--- config.mk ---
export PLATFORM = sky130hd
export DESIGN_NAME = bwct_emit
export DESIGN_NICKNAME = d
export VERILOG_FILES = /design/src/rtl/bwct_pkg.sv /design/src/rtl/bwct_emit.sv
export SDC_FILE = /design/constraint.sdc
export NUM_CORES = 1
export LEC_CHECK = 0
export BUFFER_PORTS_ARGS = -buffer_cell sky130_fd_sc_hd__buf_2
export CAP_MARGIN = 20
export CORE_MARGIN = 2
export CORE_UTILIZATION = 44
export DETAILED_ROUTE_END_ITERATION = 8
export GPL_TIMING_DRIVEN = 0
export HOLD_SLACK_MARGIN = 0.02
export PLACE_DENSITY = 0.68
export REMOVE_ABC_BUFFERS = 1
export SYNTH_ARGS = -nofsm -noshare
export SYNTH_HDL_FRONTEND = slang
export SYNTH_SLANG_ARGS = --single-unit
--- constraint.sdc ---
create_clock -name clk_i -period 7.6 [get_ports clk_i]
set_input_delay 1.14 -clock clk_i [delete_from_list [all_inputs] [get_ports clk_i]]
set_output_delay 1.14 -clock clk_i [all_outputs]
set_load 0.01 [all_outputs]
--- src/rtl/bwct_pkg.sv ---
// ----------------------------------------------------------------------------
// bwct_pkg: shared constants and types for the block work engine
// Widths of the compact target, the 256-bit value path and the result words,
// plus the data bundle that moves through the divider stages.
// ----------------------------------------------------------------------------
package bwct_pkg;

  localparam int unsigned VALUE_WIDTH   = 256;
  localparam int unsigned WORD_WIDTH    = 64;
  localparam int unsigned NUM_WORDS     = VALUE_WIDTH / WORD_WIDTH;
  localparam int unsigned IDX_WIDTH     = $clog2(NUM_WORDS);
  localparam int unsigned COMPACT_WIDTH = 32;
  localparam int unsigned EXP_WIDTH     = 8;
  localparam int unsigned MANT_WIDTH    = 23;
  // bits needed to count whole-byte shifts across the value
  localparam int unsigned SHIFT_BYTES_W = $clog2(VALUE_WIDTH / 8);
  // one restoring division step per quotient bit
  localparam int unsigned DIV_STEPS     = VALUE_WIDTH;

  // exponent of a mantissa that sits unshifted, and the first exponent
  // whose left shift pushes every mantissa bit out of the value
  localparam logic [EXP_WIDTH-1:0] EXP_BIAS  = EXP_WIDTH'(3);
  localparam logic [EXP_WIDTH-1:0] EXP_LIMIT = EXP_WIDTH'(VALUE_WIDTH / 8 + 3);

  localparam logic [IDX_WIDTH-1:0] LAST_INDEX = IDX_WIDTH'(NUM_WORDS - 1);
  localparam logic [IDX_WIDTH-1:0] IDX_ONE    = IDX_WIDTH'(1);

  typedef logic [VALUE_WIDTH-1:0] value_t;
  typedef logic [WORD_WIDTH-1:0]  word_t;

  // partial remainder, numerator/quotient shift register, divisor
  typedef struct packed {
    value_t rem;
    value_t nq;
    value_t dvs;
  } div_data_t;

endpackage

--- src/rtl/bwct_emit.sv ---
// ----------------------------------------------------------------------------
// bwct_emit: final increment and word serializer
// Adds one to the quotient on load and sends the 256-bit work amount out as
// four 64-bit words, least significant first.
// ----------------------------------------------------------------------------
module bwct_emit (
  input  logic                               clk_i,
  input  logic                               rst_ni,
  input  logic                               in_valid_i,
  input  bwct_pkg::value_t                   quot_i,
  output logic                               done_o,
  output bwct_pkg::word_t                    work_word_o,
  output logic [bwct_pkg::IDX_WIDTH-1:0]     word_index_o,
  output logic                               last_word_o
);

  bwct_pkg::value_t                 word_buf_d;
  bwct_pkg::value_t                 word_buf_q;
  logic [bwct_pkg::IDX_WIDTH-1:0]   idx_d;
  logic [bwct_pkg::IDX_WIDTH-1:0]   idx_q;
  logic                             act_d;
  logic                             act_q;
  logic                             at_last;

  assign at_last = (idx_q == bwct_pkg::LAST_INDEX);

  // load a new result, else step to the next word
  always_comb begin
    word_buf_d = word_buf_q;
    idx_d      = idx_q;
    act_d      = act_q;
    if (in_valid_i) begin
      word_buf_d = quot_i + bwct_pkg::value_t'(1);
      idx_d      = '0;
      act_d      = 1'b1;
    end else if (act_q) begin
      word_buf_d = word_buf_q >> bwct_pkg::WORD_WIDTH;
      idx_d      = idx_q + bwct_pkg::IDX_ONE;
      act_d      = ~at_last;
    end
  end

  // hold control state
  always_ff @(posedge clk_i or negedge rst_ni) begin
    if (!rst_ni) begin
      idx_q <= '0;
      act_q <= 1'b0;
    end else begin
      idx_q <= idx_d;
      act_q <= act_d;
    end
  end

  // hold the result words
  always_ff @(posedge clk_i) begin
    word_buf_q <= word_buf_d;
  end

  assign done_o       = act_q;
  assign work_word_o  = word_buf_q[bwct_pkg::WORD_WIDTH-1:0];
  assign word_index_o = idx_q;
  assign last_word_o  = act_q & at_last;

`ifndef SYNTHESIS
  // a new result never arrives while an earlier one is still mid-send
  a_no_overrun: assert property (@(posedge clk_i) disable iff (!rst_ni)
    in_valid_i |-> !(act_q && !at_last))
    else $error("result loaded before previous words were sent");

  // words of one result follow without gaps in index order
  a_word_order: assert property (@(posedge clk_i) disable iff (!rst_ni)
    (act_q && !at_last) |=> (act_q && idx_q == $past(idx_q) + bwct_pkg::IDX_ONE))
    else $error("result words out of order or interrupted");
`endif

endmodule

After elaboration in Yosys (flattened, before gate mapping). Cells that the tools add are included.

Bits in registers: 259. Output and inout bits: 68.

$add $sub $neg: 2. Equality and inequality tests: 1. Mux-type cells: 6. Bitwise operators: 2. Reduce and logical (&&, ||, !) cells: 1.

Operator list (number): 256-bit 2-to-1 mux (2); 256-bit by 1-bit adder with 256-bit output (second input constant) (1); 2-bit 2-to-1 mux (2); 2-bit by 1-bit adder with 2-bit output (second input constant) (1); 2-bit equality test (second input constant) (1); 1-bit 2-to-1 mux (2); 2-bit nonzero test (1); 1-bit bitwise AND (1); 1-bit inverter (1).

Depth between registers and ports, before layout. Gate-level depths: netlist (run 1).

Word-level depth: 4. Depth in mapped cells: 10.

Worst setup path after synthesis (run 1). Ideal clock, no wire load.

Path type: input to register. Start: input in_valid_i. End: register word_buf_q[0] (enable). Arrival time: 5.999 ns. Setup slack: -0.348 ns. Stages on the path: 4. Cell sequence: clkinv_1 clkbuf_1 clkbuf_1 nand2_1.

Word-level cells in the longest chain between the ends: 1.

Ends and longest elaborated chain: from (decl) (RTL line bwct_emit.sv:9) `input logic in_valid_i,`; 2-bit nonzero test (no source line); to (signal assigned) (RTL line bwct_emit.sv:56) `word_buf_q <= word_buf_d;`; to (decl) (RTL line bwct_emit.sv:18) `bwct_pkg::value_t word_buf_q;`.

No other way between the ends. A chain may end at the register's enable or synchronous reset.

Worst setup path after layout (run 1).
Start: input quot_i[86]. End: register word_buf_q[202], data pin.

Word-level cells in the longest chain between the ends: 2.

Ends and longest elaborated chain: from (decl) (RTL line bwct_emit.sv:10) `input bwct_pkg::value_t quot_i,`; 256-bit by 1-bit adder with 256-bit output (RTL line bwct_emit.sv:33) `word_buf_d = quot_i + bwct_pkg::value_t'(1);`; 256-bit 2-to-1 mux (RTL line bwct_emit.sv:32) `if (in_valid_i) begin`.

No other way between the ends.

==> results.toml, run 1 <==
[worst_setup_path]
worstSetupPathType = "in2reg"
crit_chain = "buf_2 -> nand3_1 -> nor4_1 -> nand4_1 -> nor3b_1 -> nand4_1 -> or4_1 -> a21oi_1"
worst_ep_required_time_ns = 8.00
critical_path.most_common_cell = "nand4_1"
crit_fanout = 11
cp.arrival_ns = 5.94
cp_slowest_stage_delay_ns = 0.90
cp-end-kind = "flip-flop"
start_kind = "input pin"
cp_slowest_cell = "nor3b_1"

[synthesis]
yosys_warnings = 0
netlist.area_leader.share_pct = 41.4
synth-edff-count = 256
synthArstFlopShare_pct = 1.16
synth_ff_type = "edfxtp_1"
avgSynthCellArea_um2 = 8.59
synth_area_leaders = "edfxtp_1 41%, nor2_1 6.6%, nand4_1 5.9%"
synth_cells = 2165
synth_most_common_cell = "nor2_1"
synth-seq-cells = 259
netlist_area_mm2 = 0.0186
synth_seq_area_share_pct = 41.8
synth_common_cells = "329 x nor2_1, 256 x edfxtp_1, 205 x a21oi_1"
yosys.area.top_type = "edfxtp_1"
synth.distinct_cells = 52

[cells_and_area]
regArea_mm2 = 0.00776
num-fill-cells = 4012
final_util_pct = 51.0
synthToLayoutAreaGrowth_pct = 14.7
layout.nets = 2654
multi_input_comb_area_mm2 = 0.00994
drive_above_1_share_pct = 17.6

[timing]
fin_crit_ns = 5.55
fin_crit_sh_pct = 73.0
hold_viol = 0
setup_violations = 0
rsz0062_at_grt = "false"
fmax_mhz = 180
worst_slew_pin_slew_ns = 1.33
slew_headroom_pct = 10.6
maxSlewViolCount = 0
setup_ws_ns = 2.05
setup_tns_ns = 0
clock_skew_ns = 0.00760

[worst_hold_path]
min_path_type = "in2async"

[power_and_ir_drop]
p_sw_mw = 1.08
seq_power_share_pct = 48.1
p_comb_share_pct = 16.3
p_sw_share_pct = 28.7
power_mw = 3.78
ir_drop_v = 0.000174
p_int_mw = 2.70
p_clk_share_pct = 35.6
power_density_mw_per_mm2 = 177
leakage_nw = 7.09

[cts]
numCtsBuffers = 29
hold_buffers = 0
htreeDepth = 1
clockBufferDepth = 3
cts_setup_buffers = 0
clk_root_buffer_cell = "clkbuf_16"
cts_sinks = 259
cts_resized = 0
clk_pin_slew_ns = 0.06
tritoncts = "yes"
clock_latency_ns = 0.57

[global_routing]
grt_remaining_overflow = 0
grt_pass1_vias = 18545
grt_usage_pct = 41.0
antenna_found_initial = 9
grt_max_degree = 181
grt_pass1_wl_um = 130000

[routing]
final_antenna_net_count = 0
route.final.wire_length_um = 91700
via_per_inst = 6.57
wl_per_cell_um = 31.0
vias = 19468
drc = 0
first_iter_violations = 2296
first_pass_iters = 6

[flow_run]
cap_violations = 0

[die]
fp.dieH_um = 210
die_w_um = 210
design.die.area_mm2 = 0.0439
core-area_mm2 = 0.0419
start_util_pct = 44.4
rows = 75
pin_count = 327

[placed_design]
dp.final_hpwl_um = 73900
place.gp.congestion = 1.05
preCtsSetupSlack_ns = 1.67
io_buffers = 326

[outcome]
status = "completed"
-- worst max-delay path, delay by kind of cell --
family | cells | cell delay, ns
buf+inv | 1 | 0.23
simple gates | 6 | 4.34
compound gates | 1 | 0.22
-- layer usage --
metal	wire, µm	GRT usage (%)	up-vias
li1	-	-	8545
met1	34100	50.5	9276
met2	41800	66.8	1332
met3	8260	5.85	305
met4	7440	28.4	10
met5	64	0	-
-- cell families after synthesis --
logic type	count (synthesis)	synth area share, %
AO/OA/AOI/OAI	247	7.05
buffers and inverters	186	5.09
adder cells (fa/ha/maj)	2	0.135
flip-flops	259	41.8
AND/OR/NAND/NOR	1243	35.1
XOR/XNOR	219	10.3
multiplexers	9	0.505
-- path summary, 6_finish.rpt --
path	cells past startpoint	start	endpoint	slack, ns
setup / recovery	8	quot_i[86]	word_buf_q[202]	2.05
hold reg to reg	2	word_buf_q[64]	word_buf_q[0]	0.53
min in group clk_i	2	word_buf_q[64]	word_buf_q[0]	0.53
hold / removal	1	rst_ni	done_o	0.36
setup reg to reg	4	done_o	word_buf_q[39]	5.25
max in group asynchronous	1	rst_ni	word_index_o[0]	7.14
-- power groups by stage --
stage	Clock (mW)	Sequential, mW	Combinational [mW]
finish	1.35	1.82	0.615
floorplan	0	1.88	0.219
CTS	1.35	1.82	0.600
global route	1.41	1.83	0.654
detailed placement	0	1.85	0.597
global placement	0	1.87	0.593
-- registers in the layout (all words and copies together) (netlist names) --
signal,count
word_index_o,2
word_buf_q,256
done_o,1
-- layout by cell type, fill, tap and decap left out, types with 34 or more instances in the layout --
master | Yosys | layout
xor2_1 | 109 | 109
or3_1 | 40 | 40
buf_2 | 5 | 332
xnor2_1 | 110 | 110
edfxtp_1 | 256 | 256
a21oi_1 | 205 | 205
nor4_1 | 104 | 99
and3_1 | 50 | 50
nand4_1 | 175 | 175
nor2_1 | 329 | 329
inv_1 | 34 | 34
nand2_1 | 149 | 148
nand3_1 | 160 | 160
or4_1 | 39 | 39
nor3_1 | 88 | 87
-- cell type report --
type                    count  share of cell area [%]
diodes                     10                   0.117
clock buffers              32                    3.45
clock inverters            19                   0.657
inverters                  35                   0.622
multi-input cells        1720                    46.6
flip-flops and latches    259                    36.4
well taps                 539                    3.16
repair buffers            348                    8.99
-- through the flow --
step,cells,hold WS [ns],area [µm²]
final,2962,0.355,21300
after global routing,2952,0.354,21300
after CTS,2949,0.347,21300
after detailed placement,2898,0.515,20400
after global placement,2879,0.514,20100
after floorplan,2014,0.500,17800
(Power assumes the default switching activity.)
==> run 2: changes to the inputs <==
--- a/config.mk
+++ b/config.mk
@@ -12,7 +12,7 @@
 export DETAILED_ROUTE_END_ITERATION = 8
 export GPL_TIMING_DRIVEN = 0
 export HOLD_SLACK_MARGIN = 0.02
-export PLACE_DENSITY = 0.68
+export PLACE_DENSITY = 0.71
 export REMOVE_ABC_BUFFERS = 1
 export SYNTH_ARGS = -nofsm -noshare
 export SYNTH_HDL_FRONTEND = slang
==> constraint.sdc (replaced) <==
create_clock -name clk_i -period 4.8 [get_ports clk_i]
set_input_delay 0.72 -clock clk_i [delete_from_list [all_inputs] [get_ports clk_i]]
set_output_delay 0.72 -clock clk_i [all_outputs]
set_load 0.01 [all_outputs]
==> run 2 against run 1 <==
Compared with the run above:
- cell count rose by 0.20%
- clock-buffer cell count rose by 6
- worst setup slack got worse by 1.6 ns
- sequential power rose by 58%
- combinational power rose by 60%
- non-clock buffer count rose by 1
- via count did not move
- routed wire length rose by 0.48%
- total power rose by 64%
- sequential cell count did not move
- clock power rose by 73%
- global-route usage barely moved
- critical path type unchanged
- critical endpoint is now word_buf_q[248]
- largest power group unchanged
==> results.toml, run 2 (synthesized netlist as in run 1, its figures left out) <==
[worst_setup_path]
crit_chain = "buf_2 -> nand2_1 -> nor4_2 -> nand4_1 -> nor4_4 -> nand4_1 -> or4_1 -> a21oi_1"
start_kind = "input pin"
crit_fanout = 7
cp_slowest_cell = "nor4_2"
critPathLaunch = "quot_i[80]"
critical_path.most_common_cell = "nand4_1"
timing.rr.start = "done_o"
r2r_end = "word_buf_q[51]"
cp.arrival_ns = 4.81
worst_ep_required_time_ns = 5.24
r2r_slack_ns = 2.87
cp_slowest_stage_delay_ns = 0.85
cp-endpoint = "word_buf_q[248]"
cp-end-kind = "flip-flop"
reg2reg_depth = 4
worstSetupPathType = "in2reg"

[cts]
clk_pin_slew_ns = 0.06
cts_sinks = 259
tritoncts = "yes"
clk_root_buffer_cell = "clkbuf_16"
clockBufferDepth = 3
clock_latency_ns = 0.59
htreeDepth = 1
numCtsBuffers = 30

[timing]
maxSlewViolCount = 0
fmax_mhz = 229
fin_crit_sh_pct = 91.1
setup_violations = 0
fin_crit_ns = 4.37
setup_ws_ns = 0.429
slew_headroom_pct = 17.9
hold_viol = 0
rsz0062_at_grt = "false"
worst_slew_pin_slew_ns = 1.22
holdWs_ns = 0.464
clock_skew_ns = 0.0202

[cells_and_area]
num-fill-cells = 4009
final_common_cell = "buf_2"
regArea_mm2 = 0.00776
top_register = "word_buf_q"
drive_above_1_share_pct = 17.7
layout.nets = 2656
synthToLayoutAreaGrowth_pct = 15.5
final_area_mm2 = 0.0215
largest_reg_flops = 256
final_cell_mix = "330 x buf_2, 329 x nor2_1, 256 x edfxtp_1"
multi_input_comb_area_mm2 = 0.00994
fin_cells = 2968

[routing]
first_iter_violations = 2619
wl_per_cell_um = 31.0
drc = 0
final_antenna_net_count = 0
route.final.wire_length_um = 92200
via_per_inst = 6.56
first_pass_iters = 5
vias = 19468

[placed_design]
place.gp.congestion = 1.02
io_buffers = 326
dp.final_hpwl_um = 74400
dpl.cell_count = 2898
preCtsSetupSlack_ns = -0.721
placed_area_mm2 = 0.0204

[global_routing]
grt_pass1_vias = 18382
grt_remaining_overflow = 0
grt_max_degree = 177
grt_pass1_wl_um = 129000
grt_usage_pct = 41.0
antenna_found_initial = 10

[die]
start_util_pct = 44.4
design.die.area_mm2 = 0.0439
fp.dieH_um = 210
rows = 75
core-area_mm2 = 0.0419
die_w_um = 210
pin_count = 327

[flow_run]
cap_violations = 0

[power_and_ir_drop]
p_sw_share_pct = 28.3
ir_drop_v = 0.000253
p_comb_share_pct = 15.9
p_clk_share_pct = 37.7
seq_power_share_pct = 46.4
power_mw = 6.21
p_int_mw = 4.45
p_sw_mw = 1.75
leakage_nw = 7.11
power_density_mw_per_mm2 = 289

[worst_hold_path]
min_path_type = "in2async"

[outcome]
status = "completed"
## run 2: worst max-delay path: cells and delay by family
| kind | cells | cell delay, ns |
|---|---|---|
| AOI/OAI and AO/OA | 1 | 0.17 |
| and+or+nand+nor | 6 | 3.68 |
| buffers and inverters | 1 | 0.23 |
## run 2: power by group through the flow
stage / registers, mW / logic [mW] / clock network, mW
after floorplan: 2.97 / 0.348 / 0
after global placement: 2.97 / 0.947 / 0
after CTS: 2.88 / 0.959 / 2.34
after global routing: 2.90 / 1.04 / 2.43
after detailed placement: 2.93 / 0.954 / 0
final: 2.88 / 0.985 / 2.34
## run 2: cell type report
type	instances	share of cell area, %
Antenna cell	11	0.128
Clock buffer	38	3.74
Clock inverter	17	0.828
Inverter	35	0.618
Multi-Input combinational cell	1720	46.3
Sequential cell	259	36.2
Tap cell	539	3.14
Timing Repair Buffer	349	9.05
## run 2: per-layer routing
layer,part of all wire [%],wire (µm),vias up,GRT usage (%)
met5,0.047,43,-,0
met4,7.7,7120,6,26.6
met3,9.6,8870,332,7.20
met2,46,42500,1446,67.8
met1,36,33600,9141,49.5
li1,-,-,8543,-
## run 2: repair_timing
action | CTS | global route
buffers inserted | 2 | 0
hold buffers | 1 | 0
setup endpoints to repair | 2 | 0
endpoints found under the hold margin | 3 | 0
gates resized for setup | 1 | 0
## run 2: through the flow
step           util, %  setup TNS (ns)
2_1_floorplan        -         -801.95
3_3_place_gp      48.0        -4313.47
3_5_place_dp      48.8           -4.18
4_1_cts           51.2               0
5_1_grt           51.2               0
6_report          51.3               0
## run 2: worst min path at each step
| stage | from | endpoint | slack (ns) |
|---|---|---|---|
| floorplan | rst_ni | done_o | 0.42 |
| global placement | rst_ni | word_index_o[1] | 0.51 |
| detailed placement | rst_ni | done_o | 0.52 |
| CTS | rst_ni | word_index_o[0] | 0.45 |
| global route | rst_ni | word_index_o[0] | 0.48 |
| finish | rst_ni | word_index_o[1] | 0.46 |
